--- config.mk ---
export PLATFORM = sky130hd
export DESIGN_NAME = yaw_rate_pid_steering
export DESIGN_NICKNAME = d
export VERILOG_FILES = /design/src/sv/ypid_pkg.sv /design/src/sv/yaw_rate_pid_steering.sv /design/src/sv/ypid_mul.sv
export SDC_FILE = /design/constraint.sdc
export NUM_CORES = 2
export LEC_CHECK = 0
export BUFFER_PORTS_ARGS = -buffer_cell sky130_fd_sc_hd__buf_2
export CAP_MARGIN = 15
export CORE_MARGIN = 2
export CORE_UTILIZATION = 45
export DETAILED_ROUTE_END_ITERATION = 12
export PLACE_DENSITY = 0.73
export SLEW_MARGIN = 10
export SYNTH_ARGS = -nofsm -noshare
export SYNTH_HDL_FRONTEND = slang
export SYNTH_SLANG_ARGS = --single-unit
--- constraint.sdc ---
create_clock -name clk_i -period 26 [get_ports clk_i]
set_input_delay 5.2 -clock clk_i [delete_from_list [all_inputs] [get_ports clk_i]]
set_output_delay 5.2 -clock clk_i [all_outputs]
set_load 0.01 [all_outputs]
--- src/sv/ypid_pkg.sv ---
// shared types, register indexes and fixed-point helpers for the yaw-rate pid steering block
// depends on nothing; imported by ypid_mul, yaw_rate_pid_steering and the testbench
package ypid_pkg;

  // sequencer states; ST_MEAS, ST_PROP, ST_DIFF and ST_INTEG each make one multiplier pass
  typedef enum logic [2:0] {
    ST_IDLE   = 3'd0,
    ST_MEAS   = 3'd1,
    ST_ERR    = 3'd2,
    ST_PROP   = 3'd3,
    ST_DIFF   = 3'd4,
    ST_INTEG  = 3'd5,
    ST_ICLAMP = 3'd6,
    ST_OUT    = 3'd7
  } state_e;

  // configuration register indexes (byte address is 4 * index)
  typedef enum logic [2:0] {
    REG_PROP_GAIN  = 3'd0,
    REG_INTEG_GAIN = 3'd1,
    REG_DIFF_GAIN  = 3'd2,
    REG_OUT_MAX    = 3'd3,
    REG_OUT_MIN    = 3'd4,
    REG_INV_TRACK  = 3'd5
  } reg_idx_e;

  localparam int unsigned AddrW  = 5;
  localparam int unsigned DataW  = 32;
  localparam int unsigned MulAW  = 32;
  localparam int unsigned MulBW  = 17;
  localparam int unsigned ProdW  = MulAW + MulBW;
  localparam int unsigned RndW   = ProdW - 8;
  localparam int unsigned AccW   = 37;

  localparam logic signed [15:0] OutMaxRst = 16'sh7fff;
  localparam logic signed [15:0] OutMinRst = -16'sh8000;
  localparam logic [15:0]        InvRst    = 16'd256;

  // clamp result: value and whether a limit was applied
  typedef struct packed {
    logic              hit;
    logic signed [15:0] val;
  } clamp_t;

  // round half up of p / 256: add one half, then floor shift
  function automatic logic signed [RndW-1:0] round_q8(input logic signed [ProdW-1:0] p);
    logic signed [ProdW-1:0] q;
    q = p + ProdW'(128);
    return q[ProdW-1:8];
  endfunction

  // saturate to signed 16 bits
  function automatic logic signed [15:0] sat16(input logic signed [RndW-1:0] v);
    logic signed [15:0] r;
    if (v > RndW'(32767)) begin
      r = 16'sh7fff;
    end else if (v < -RndW'(32768)) begin
      r = -16'sh8000;
    end else begin
      r = v[15:0];
    end
    return r;
  endfunction

  // upper limit wins, then lower limit, even when the limits cross
  function automatic clamp_t clamp_lim(input logic signed [RndW-1:0] v,
                                       input logic signed [15:0] lim_max,
                                       input logic signed [15:0] lim_min);
    clamp_t r;
    if (v > RndW'(lim_max)) begin
      r.hit = 1'b1;
      r.val = lim_max;
    end else if (v < RndW'(lim_min)) begin
      r.hit = 1'b1;
      r.val = lim_min;
    end else begin
      r.hit = 1'b0;
      r.val = v[15:0];
    end
    return r;
  endfunction

endpackage

--- src/sv/yaw_rate_pid_steering.sv ---
// top level of the yaw-rate pid steering controller: apb registers, sequencer, output register
// depends on ypid_pkg and ypid_mul
//
// Usage:
//   Input channel (in_valid_i / in_ready_o) carries one control tick: left and right
//   wheel speeds and the target yaw rate, all signed Q7.8. Output channel
//   (out_valid_o / out_ready_i) returns one item per tick: clamped steering command,
//   measured yaw rate, the echoed target and a flag set when a limit was applied.
//   One item is worked at a time through four passes of a single shared 32x17
//   multiplier (measured rate, proportional, difference and integral products) under
//   the sequencer, which takes a new item only once it is back in idle. A finished
//   result sits in the output register; the next item may be accepted while it
//   waits. If the receiver still stalls when the following result is ready, the
//   sequencer holds in its last state until the register frees. Reset clears error
//   sum and previous error, sets gains to zero, limits to the full 16-bit range and
//   the track reciprocal to 1.0. Registers are written over the apb port at byte
//   address 4*index; the user must write them only while no item is in flight, as
//   the block does not enforce it.
module yaw_rate_pid_steering (
  input  logic                          clk_i,
  input  logic                          rst_ni,
  // apb configuration port
  input  logic                          psel,
  input  logic                          penable,
  input  logic                          pwrite,
  input  logic [ypid_pkg::AddrW-1:0]    paddr,
  input  logic [ypid_pkg::DataW-1:0]    pwdata,
  output logic [ypid_pkg::DataW-1:0]    prdata,
  output logic                          pready,
  // input items
  input  logic                          in_valid_i,
  output logic                          in_ready_o,
  input  logic signed [15:0]            left_speed_i,
  input  logic signed [15:0]            right_speed_i,
  input  logic signed [15:0]            target_rate_i,
  // result items
  output logic                          out_valid_o,
  input  logic                          out_ready_i,
  output logic signed [15:0]            steer_angle_o,
  output logic signed [15:0]            measured_rate_o,
  output logic signed [15:0]            target_echo_o,
  output logic                          clamped_o
);
  import ypid_pkg::*;

  // configuration registers
  logic signed [15:0] prop_gain_q, integ_gain_q, diff_gain_q;
  logic signed [15:0] out_max_q, out_min_q;
  logic        [15:0] inv_track_q;

  // controller state
  logic signed [31:0] error_sum_q, error_sum_d;
  logic signed [16:0] prev_error_q;

  // per-item working registers
  state_e             state_q, state_d;
  logic signed [16:0] diff_lr_q;
  logic signed [15:0] target_q;
  logic signed [15:0] meas_q;
  logic signed [16:0] err_q;
  logic signed [17:0] dif_q;
  logic signed [AccW-1:0] acc_q;

  // output register
  logic               out_valid_q, out_valid_d;
  logic signed [15:0] steer_q, meas_out_q, echo_q;
  logic               clamped_q;

  // sequencer outputs
  logic               mul_en;
  logic signed [MulAW-1:0] mul_a;
  logic signed [MulBW-1:0] mul_b;
  logic               load_out;
  logic signed [ProdW-1:0] prod;

  // datapath intermediates
  logic               cfg_wr;
  logic [2:0]         cfg_idx;
  logic signed [RndW-1:0] meas_rnd;
  logic signed [15:0] meas_sat;
  logic signed [16:0] err_new;
  logic signed [32:0] sum_full;
  clamp_t             integ_c;
  clamp_t             steer_c;
  logic signed [AccW-1:0] acc_rnd;
  logic signed [AccW-9:0] steer_raw;

  // apb write decode and read mux
  assign pready  = 1'b1;
  assign cfg_wr  = psel & penable & pwrite;
  assign cfg_idx = paddr[AddrW-1:2];

  always_ff @(posedge clk_i or negedge rst_ni) begin
    if (!rst_ni) begin
      prop_gain_q  <= '0;
      integ_gain_q <= '0;
      diff_gain_q  <= '0;
      out_max_q    <= OutMaxRst;
      out_min_q    <= OutMinRst;
      inv_track_q  <= InvRst;
    end else if (cfg_wr) begin
      unique case (cfg_idx)
        REG_PROP_GAIN:  prop_gain_q  <= pwdata[15:0];
        REG_INTEG_GAIN: integ_gain_q <= pwdata[15:0];
        REG_DIFF_GAIN:  diff_gain_q  <= pwdata[15:0];
        REG_OUT_MAX:    out_max_q    <= pwdata[15:0];
        REG_OUT_MIN:    out_min_q    <= pwdata[15:0];
        REG_INV_TRACK:  inv_track_q  <= pwdata[15:0];
        default: ;
      endcase
    end
  end

  always_comb begin
    unique case (cfg_idx)
      REG_PROP_GAIN:  prdata = DataW'(prop_gain_q);
      REG_INTEG_GAIN: prdata = DataW'(integ_gain_q);
      REG_DIFF_GAIN:  prdata = DataW'(diff_gain_q);
      REG_OUT_MAX:    prdata = DataW'(out_max_q);
      REG_OUT_MIN:    prdata = DataW'(out_min_q);
      REG_INV_TRACK:  prdata = {16'd0, inv_track_q};
      default:        prdata = '0;
    endcase
  end

  // next state
  always_comb begin
    state_d = state_q;
    unique case (state_q)
      ST_IDLE:   if (in_valid_i) state_d = ST_MEAS;
      ST_MEAS:   state_d = ST_ERR;
      ST_ERR:    state_d = ST_PROP;
      ST_PROP:   state_d = ST_DIFF;
      ST_DIFF:   state_d = ST_INTEG;
      ST_INTEG:  state_d = ST_ICLAMP;
      ST_ICLAMP: state_d = ST_OUT;
      ST_OUT:    if (!out_valid_q || out_ready_i) state_d = ST_IDLE;
      default:   state_d = ST_IDLE;
    endcase
  end

  // sequencer outputs: multiplier operand select and handshakes
  always_comb begin
    in_ready_o = 1'b0;
    mul_en     = 1'b0;
    mul_a      = '0;
    mul_b      = '0;
    load_out   = 1'b0;
    unique case (state_q)
      ST_IDLE: begin
        in_ready_o = 1'b1;
      end
      ST_MEAS: begin
        mul_en = 1'b1;
        mul_a  = MulAW'(diff_lr_q);
        mul_b  = {1'b0, inv_track_q};
      end
      ST_PROP: begin
        mul_en = 1'b1;
        mul_a  = MulAW'(err_q);
        mul_b  = MulBW'(prop_gain_q);
      end
      ST_DIFF: begin
        mul_en = 1'b1;
        mul_a  = MulAW'(dif_q);
        mul_b  = MulBW'(diff_gain_q);
      end
      ST_INTEG: begin
        mul_en = 1'b1;
        mul_a  = error_sum_q;
        mul_b  = MulBW'(integ_gain_q);
      end
      ST_OUT: begin
        load_out = !out_valid_q || out_ready_i;
      end
      default: ;
    endcase
  end

  // shared multiplier
  ypid_mul u_mul (
    .clk_i  (clk_i),
    .en_i   (mul_en),
    .a_i    (mul_a),
    .b_i    (mul_b),
    .prod_o (prod)
  );

  // measured rate and error from the first product
  assign meas_rnd = round_q8(prod);
  assign meas_sat = sat16(meas_rnd);
  assign err_new  = 17'(target_q) - 17'(meas_sat);

  // saturating error sum
  assign sum_full = 33'(error_sum_q) + 33'(err_q);
  always_comb begin
    if (sum_full > 33'sh0_7fff_ffff) begin
      error_sum_d = 32'sh7fff_ffff;
    end else if (sum_full < -33'sh0_8000_0000) begin
      error_sum_d = -32'sh8000_0000;
    end else begin
      error_sum_d = sum_full[31:0];
    end
  end

  // integral term clamp, final rounding and clamp
  assign integ_c   = clamp_lim(round_q8(prod), out_max_q, out_min_q);
  assign acc_rnd   = acc_q + AccW'(128);
  assign steer_raw = acc_rnd[AccW-1:8];
  assign steer_c   = clamp_lim(RndW'(steer_raw), out_max_q, out_min_q);

  // control state
  always_ff @(posedge clk_i or negedge rst_ni) begin
    if (!rst_ni) begin
      state_q      <= ST_IDLE;
      error_sum_q  <= '0;
      prev_error_q <= '0;
      out_valid_q  <= 1'b0;
    end else begin
      state_q     <= state_d;
      out_valid_q <= out_valid_d;
      if (state_q == ST_PROP) begin
        error_sum_q  <= error_sum_d;
        prev_error_q <= err_q;
      end
    end
  end

  assign out_valid_d = load_out | (out_valid_q & ~out_ready_i);

  // working registers
  always_ff @(posedge clk_i) begin
    case (state_q)
      ST_IDLE: begin
        if (in_valid_i) begin
          diff_lr_q <= 17'(right_speed_i) - 17'(left_speed_i);
          target_q  <= target_rate_i;
        end
      end
      ST_ERR: begin
        meas_q <= meas_sat;
        err_q  <= err_new;
      end
      ST_PROP: begin
        dif_q <= 18'(prev_error_q) - 18'(err_q);
      end
      ST_DIFF: begin
        acc_q <= prod[AccW-1:0];
      end
      ST_INTEG: begin
        acc_q <= acc_q + prod[AccW-1:0];
      end
      ST_ICLAMP: begin
        acc_q <= acc_q + {{(AccW-24){integ_c.val[15]}}, integ_c.val, 8'd0};
      end
      default: ;
    endcase
  end

  // output register
  always_ff @(posedge clk_i) begin
    if (load_out) begin
      steer_q    <= steer_c.val;
      clamped_q  <= steer_c.hit;
      meas_out_q <= meas_q;
      echo_q     <= target_q;
    end
  end

  assign out_valid_o     = out_valid_q;
  assign steer_angle_o   = steer_q;
  assign measured_rate_o = meas_out_q;
  assign target_echo_o   = echo_q;
  assign clamped_o       = clamped_q;

endmodule

--- src/sv/ypid_mul.sv ---
// shared signed multiplier with registered product, 32 x 17 bits
// depends on ypid_pkg
module ypid_mul (
  input  logic                                clk_i,
  input  logic                                en_i,
  input  logic signed [ypid_pkg::MulAW-1:0]   a_i,
  input  logic signed [ypid_pkg::MulBW-1:0]   b_i,
  output logic signed [ypid_pkg::ProdW-1:0]   prod_o
);
  import ypid_pkg::*;

  logic signed [ProdW-1:0] prod_d, prod_q;

  // full precision signed product
  assign prod_d = ProdW'(a_i) * ProdW'(b_i);

  // product register, loaded only on a working pass
  always_ff @(posedge clk_i) begin
    if (en_i) begin
      prod_q <= prod_d;
    end
  end

  assign prod_o = prod_q;

endmodule

==> results.json <==
{
  "status": "completed",
  "cp_slowest_cell": "nor2_1",
  "syn_area_per_cell_um2": 9.18,
  "period_needed_ns": 12.35,
  "synth_common_cells": "inv_1 (718), nand2_1 (540), fa_1 (527), nor2_1 (486), ha_1 (400)",
  "clock-sinks": 368,
  "synth_edf_count": 219,
  "worstPathMaxFanout": 50,
  "synth_cell_types": 85,
  "die_w_um": 322,
  "place_hpwl_um": 105000,
  "worst_pin_slew_ns": 1.22,
  "ant_nets": 0,
  "grt_busiest_layer": "met2",
  "maxCapViolCount": 0,
  "grt_util_met1_pct": 35.5,
  "grt_pass1_vias": 37600,
  "async_reset_ff_share_pct": 40.5,
  "setup_viol": 0,
  "pin_count": 176,
  "area_growth_pct": 8.58,
  "synthTopCellsByArea": "fa_1 (23%), edfxtp_1 (14%), ha_1 (11%), dfrtp_1 (7.3%), inv_1 (5.9%)",
  "finalNetCount": 6059,
  "io_buffers": 156,
  "dieArea_um2": 103000,
  "slew_headroom_pct": 18.5,
  "max-clock-path-buffers": 3,
  "routedWlPerCell_um": 21.1,
  "ys_seq_elements": 368,
  "finalCritPeriodShare_pct": 47.5,
  "crit_family": "simple AND/OR/NAND/NOR gates",
  "synth_cells": 4949,
  "gr-total-overflow": 0,
  "critPathLaunchType": "input port",
  "hold_buffers": 0,
  "numCtsBuffers": 45,
  "use_met3_pct": 5.04,
  "finClkSkew_ns": 0.0413,
  "vias": 37200,
  "setup-tns-final_ns": 0,
  "syn_area_um2": 45400,
  "drive_gt1_share_pct": 8.91,
  "cp-end-kind": "primary output",
  "gp_congestion": 0.980,
  "initial_utilization_pct": 45.4,
  "root_buffer": "clkbuf_16",
  "hold_class": "flip-flop to flip-flop",
  "grt_usage_pct": 26.4,
  "post_cts_buffers": 0,
  "clkLatencyLatePin_ns": 0.62,
  "first_iter_violations": 3490,
  "slew_violations": 0,
  "fmax_mhz": 81.0,
  "cts_resized": 0,
  "setup.worst_path.start": "paddr[2]",
  "wirelength_um": 134000,
  "yosys.area.top_type": "fa_1",
  "use_met2_pct": 40.8,
  "htreeDepth": 2,
  "die_h_um": 322,
  "rows": 116,
  "required_ns": 20.80,
  "grt_first_pass_wirelength_um": 212000,
  "hold_violations": 0,
  "rsz0062_at_grt": "false",
  "crit_path_frequent_cell": "buf_2",
  "antenna_found_initial": 4,
  "worst-path-buf-inv": 3,
  "routed_via_density": 5.83,
  "hold_start": "meas_q[5]",
  "cts_tree": "built",
  "drc": 0,
  "cp_slowest_stage_delay_ns": 0.69,
  "dr.pass1.iters": 6,
  "synth-seq-area-share_pct": 22.7,
  "grt_max_degree": 89,
  "synth_top_area_share_pct": 23.2,
  "clkTransAtPathRegs_ns": 0.06,
  "path_cells": "buf_2 > buf_4 > nor2_1 > a22oi_1 > o221ai_1 > buf_2",
  "yosys_most_used_dff": "edfxtp_1",
  "worstSetupPathType": "input port to primary output",
  "critPathArrivalTime_ns": 7.15,
  "core_area_um2": 100000,
  "ys_warn_count": 0,
  "yosysMostFrequentCell": "inv_1",
  "r2r-start": "state_q[1]",
  "synth.net_count": 5968
}
==> layout make-up <==
type	count	area, µm²
Antenna cell	2	5.00
Clock buffer	55	1200
Clock inverter	27	302
Fill cell	9199	50700
Inverter	719	2700
Multi-Input combinational cell	3667	31700
Sequential cell	368	10300
Tap cell	1298	1620
Timing Repair Buffer	239	1420
==> worst reg2reg max path: cells and delay by family, from the launching register on <==
family / cells / cell delay [ns]
and+or+nand+nor: 7 / 1.36
AOI/OAI and AO/OA: 9 / 3.25
DFF: 1 / 0.36
xor gates and xnor gates: 1 / 0.15
buffers and inverters: 7 / 1.56
adders and majority gates: 7 / 3.49
==> registers in the layout, summed over array words and instances (netlist names), 17 cells and up <==
name,cells
prev_error_q,17
acc_q,37
u_mul.prod_o,49
err_q,17
error_sum_q,32
diff_lr_q,17
dif_q,18
==> routing by layer <==
layer  wire [µm]  up-vias
met3       13300      371
met5          33        -
met2       58400     1743
met1       54700    18300
li1            -    16800
met4        7830        4
==> per-stage QoR <==
| step | hold WS, ns | area (µm²) | setup slack [ns] | util (%) | cells |
|---|---|---|---|---|---|
| 2_1_floorplan | 0.400 | 45400 | 13.61 | - | 4949 |
| 3_3_place_gp | 0.405 | 47800 | 13.70 | 47.8 | 6289 |
| 3_5_place_dp | 0.411 | 47800 | 13.71 | 47.8 | 6289 |
| 4_1_cts | 0.424 | 49300 | 13.70 | 49.3 | 6371 |
| 5_1_grt | 0.434 | 49300 | 13.60 | 49.3 | 6375 |
| 6_report | 0.423 | 49300 | 13.65 | 49.3 | 6375 |
==> placed cells by master, fill, tap and decap left out, types with 13 or more instances in the layout <==
cell type,synthesis,layout
inv_1,718,717
nand2_1,540,538
fa_1,527,527
nor2_1,486,481
ha_1,400,400
a21oi_1,259,256
o21ai_0,239,233
edfxtp_1,219,219
buf_2,4,155
xnor2_1,145,141
a21o_1,135,135
dfrtp_1,132,131
nand3_1,89,89
buf_4,21,82
mux2_2,76,76
mux2i_1,74,74
xor2_1,74,74
clkbuf_16,0,45
nand4_1,40,40
nor3_1,43,40
nand2b_1,37,37
o21a_1,33,33
nor2b_1,32,32
maj3_1,30,30
a22oi_1,29,29
a211oi_1,27,27
o21bai_1,26,26
and3_1,22,22
a221o_1,20,20
a221oi_1,25,19
a21boi_0,19,19
o31ai_1,18,18
dfstp_2,17,17
o211ai_1,16,16
o22ai_1,17,15
and4_1,14,14
a31oi_1,14,14
o21ai_1,13,13
nor4_1,13,13
o221ai_1,13,13
==> path summary, 6_finish.rpt <==
check	to	slack [ns]	cells after the start
max reg2reg	u_mul.prod_o[47]	15.52	31
min reg2reg	measured_rate_o[5]	0.42	0
min	measured_rate_o[5]	0.42	0
max	prdata[0]	13.65	6
max in group asynchronous	error_sum_q[25]	19.97	2
min in group asynchronous	inv_track_q[5]	4.65	1
==> cell families (layout without fill, tap and decap cells) <==
group	after synthesis	count (layout)	synth area share, %
AND/OR/NAND/NOR	1371	1371	13.1
AO/OA/AOI/OAI	965	965	13.5
adder cells (fa/ha/maj)	957	957	34.9
buffers and inverters	914	1040	7.83
flip-flops	368	368	22.7
XOR/XNOR	221	221	4.31
multiplexers	152	152	3.61
other	1	3	0.00826
Power is not shown: default switching activity piles up to over one toggle a cycle in this logic, so the estimate is an artifact.
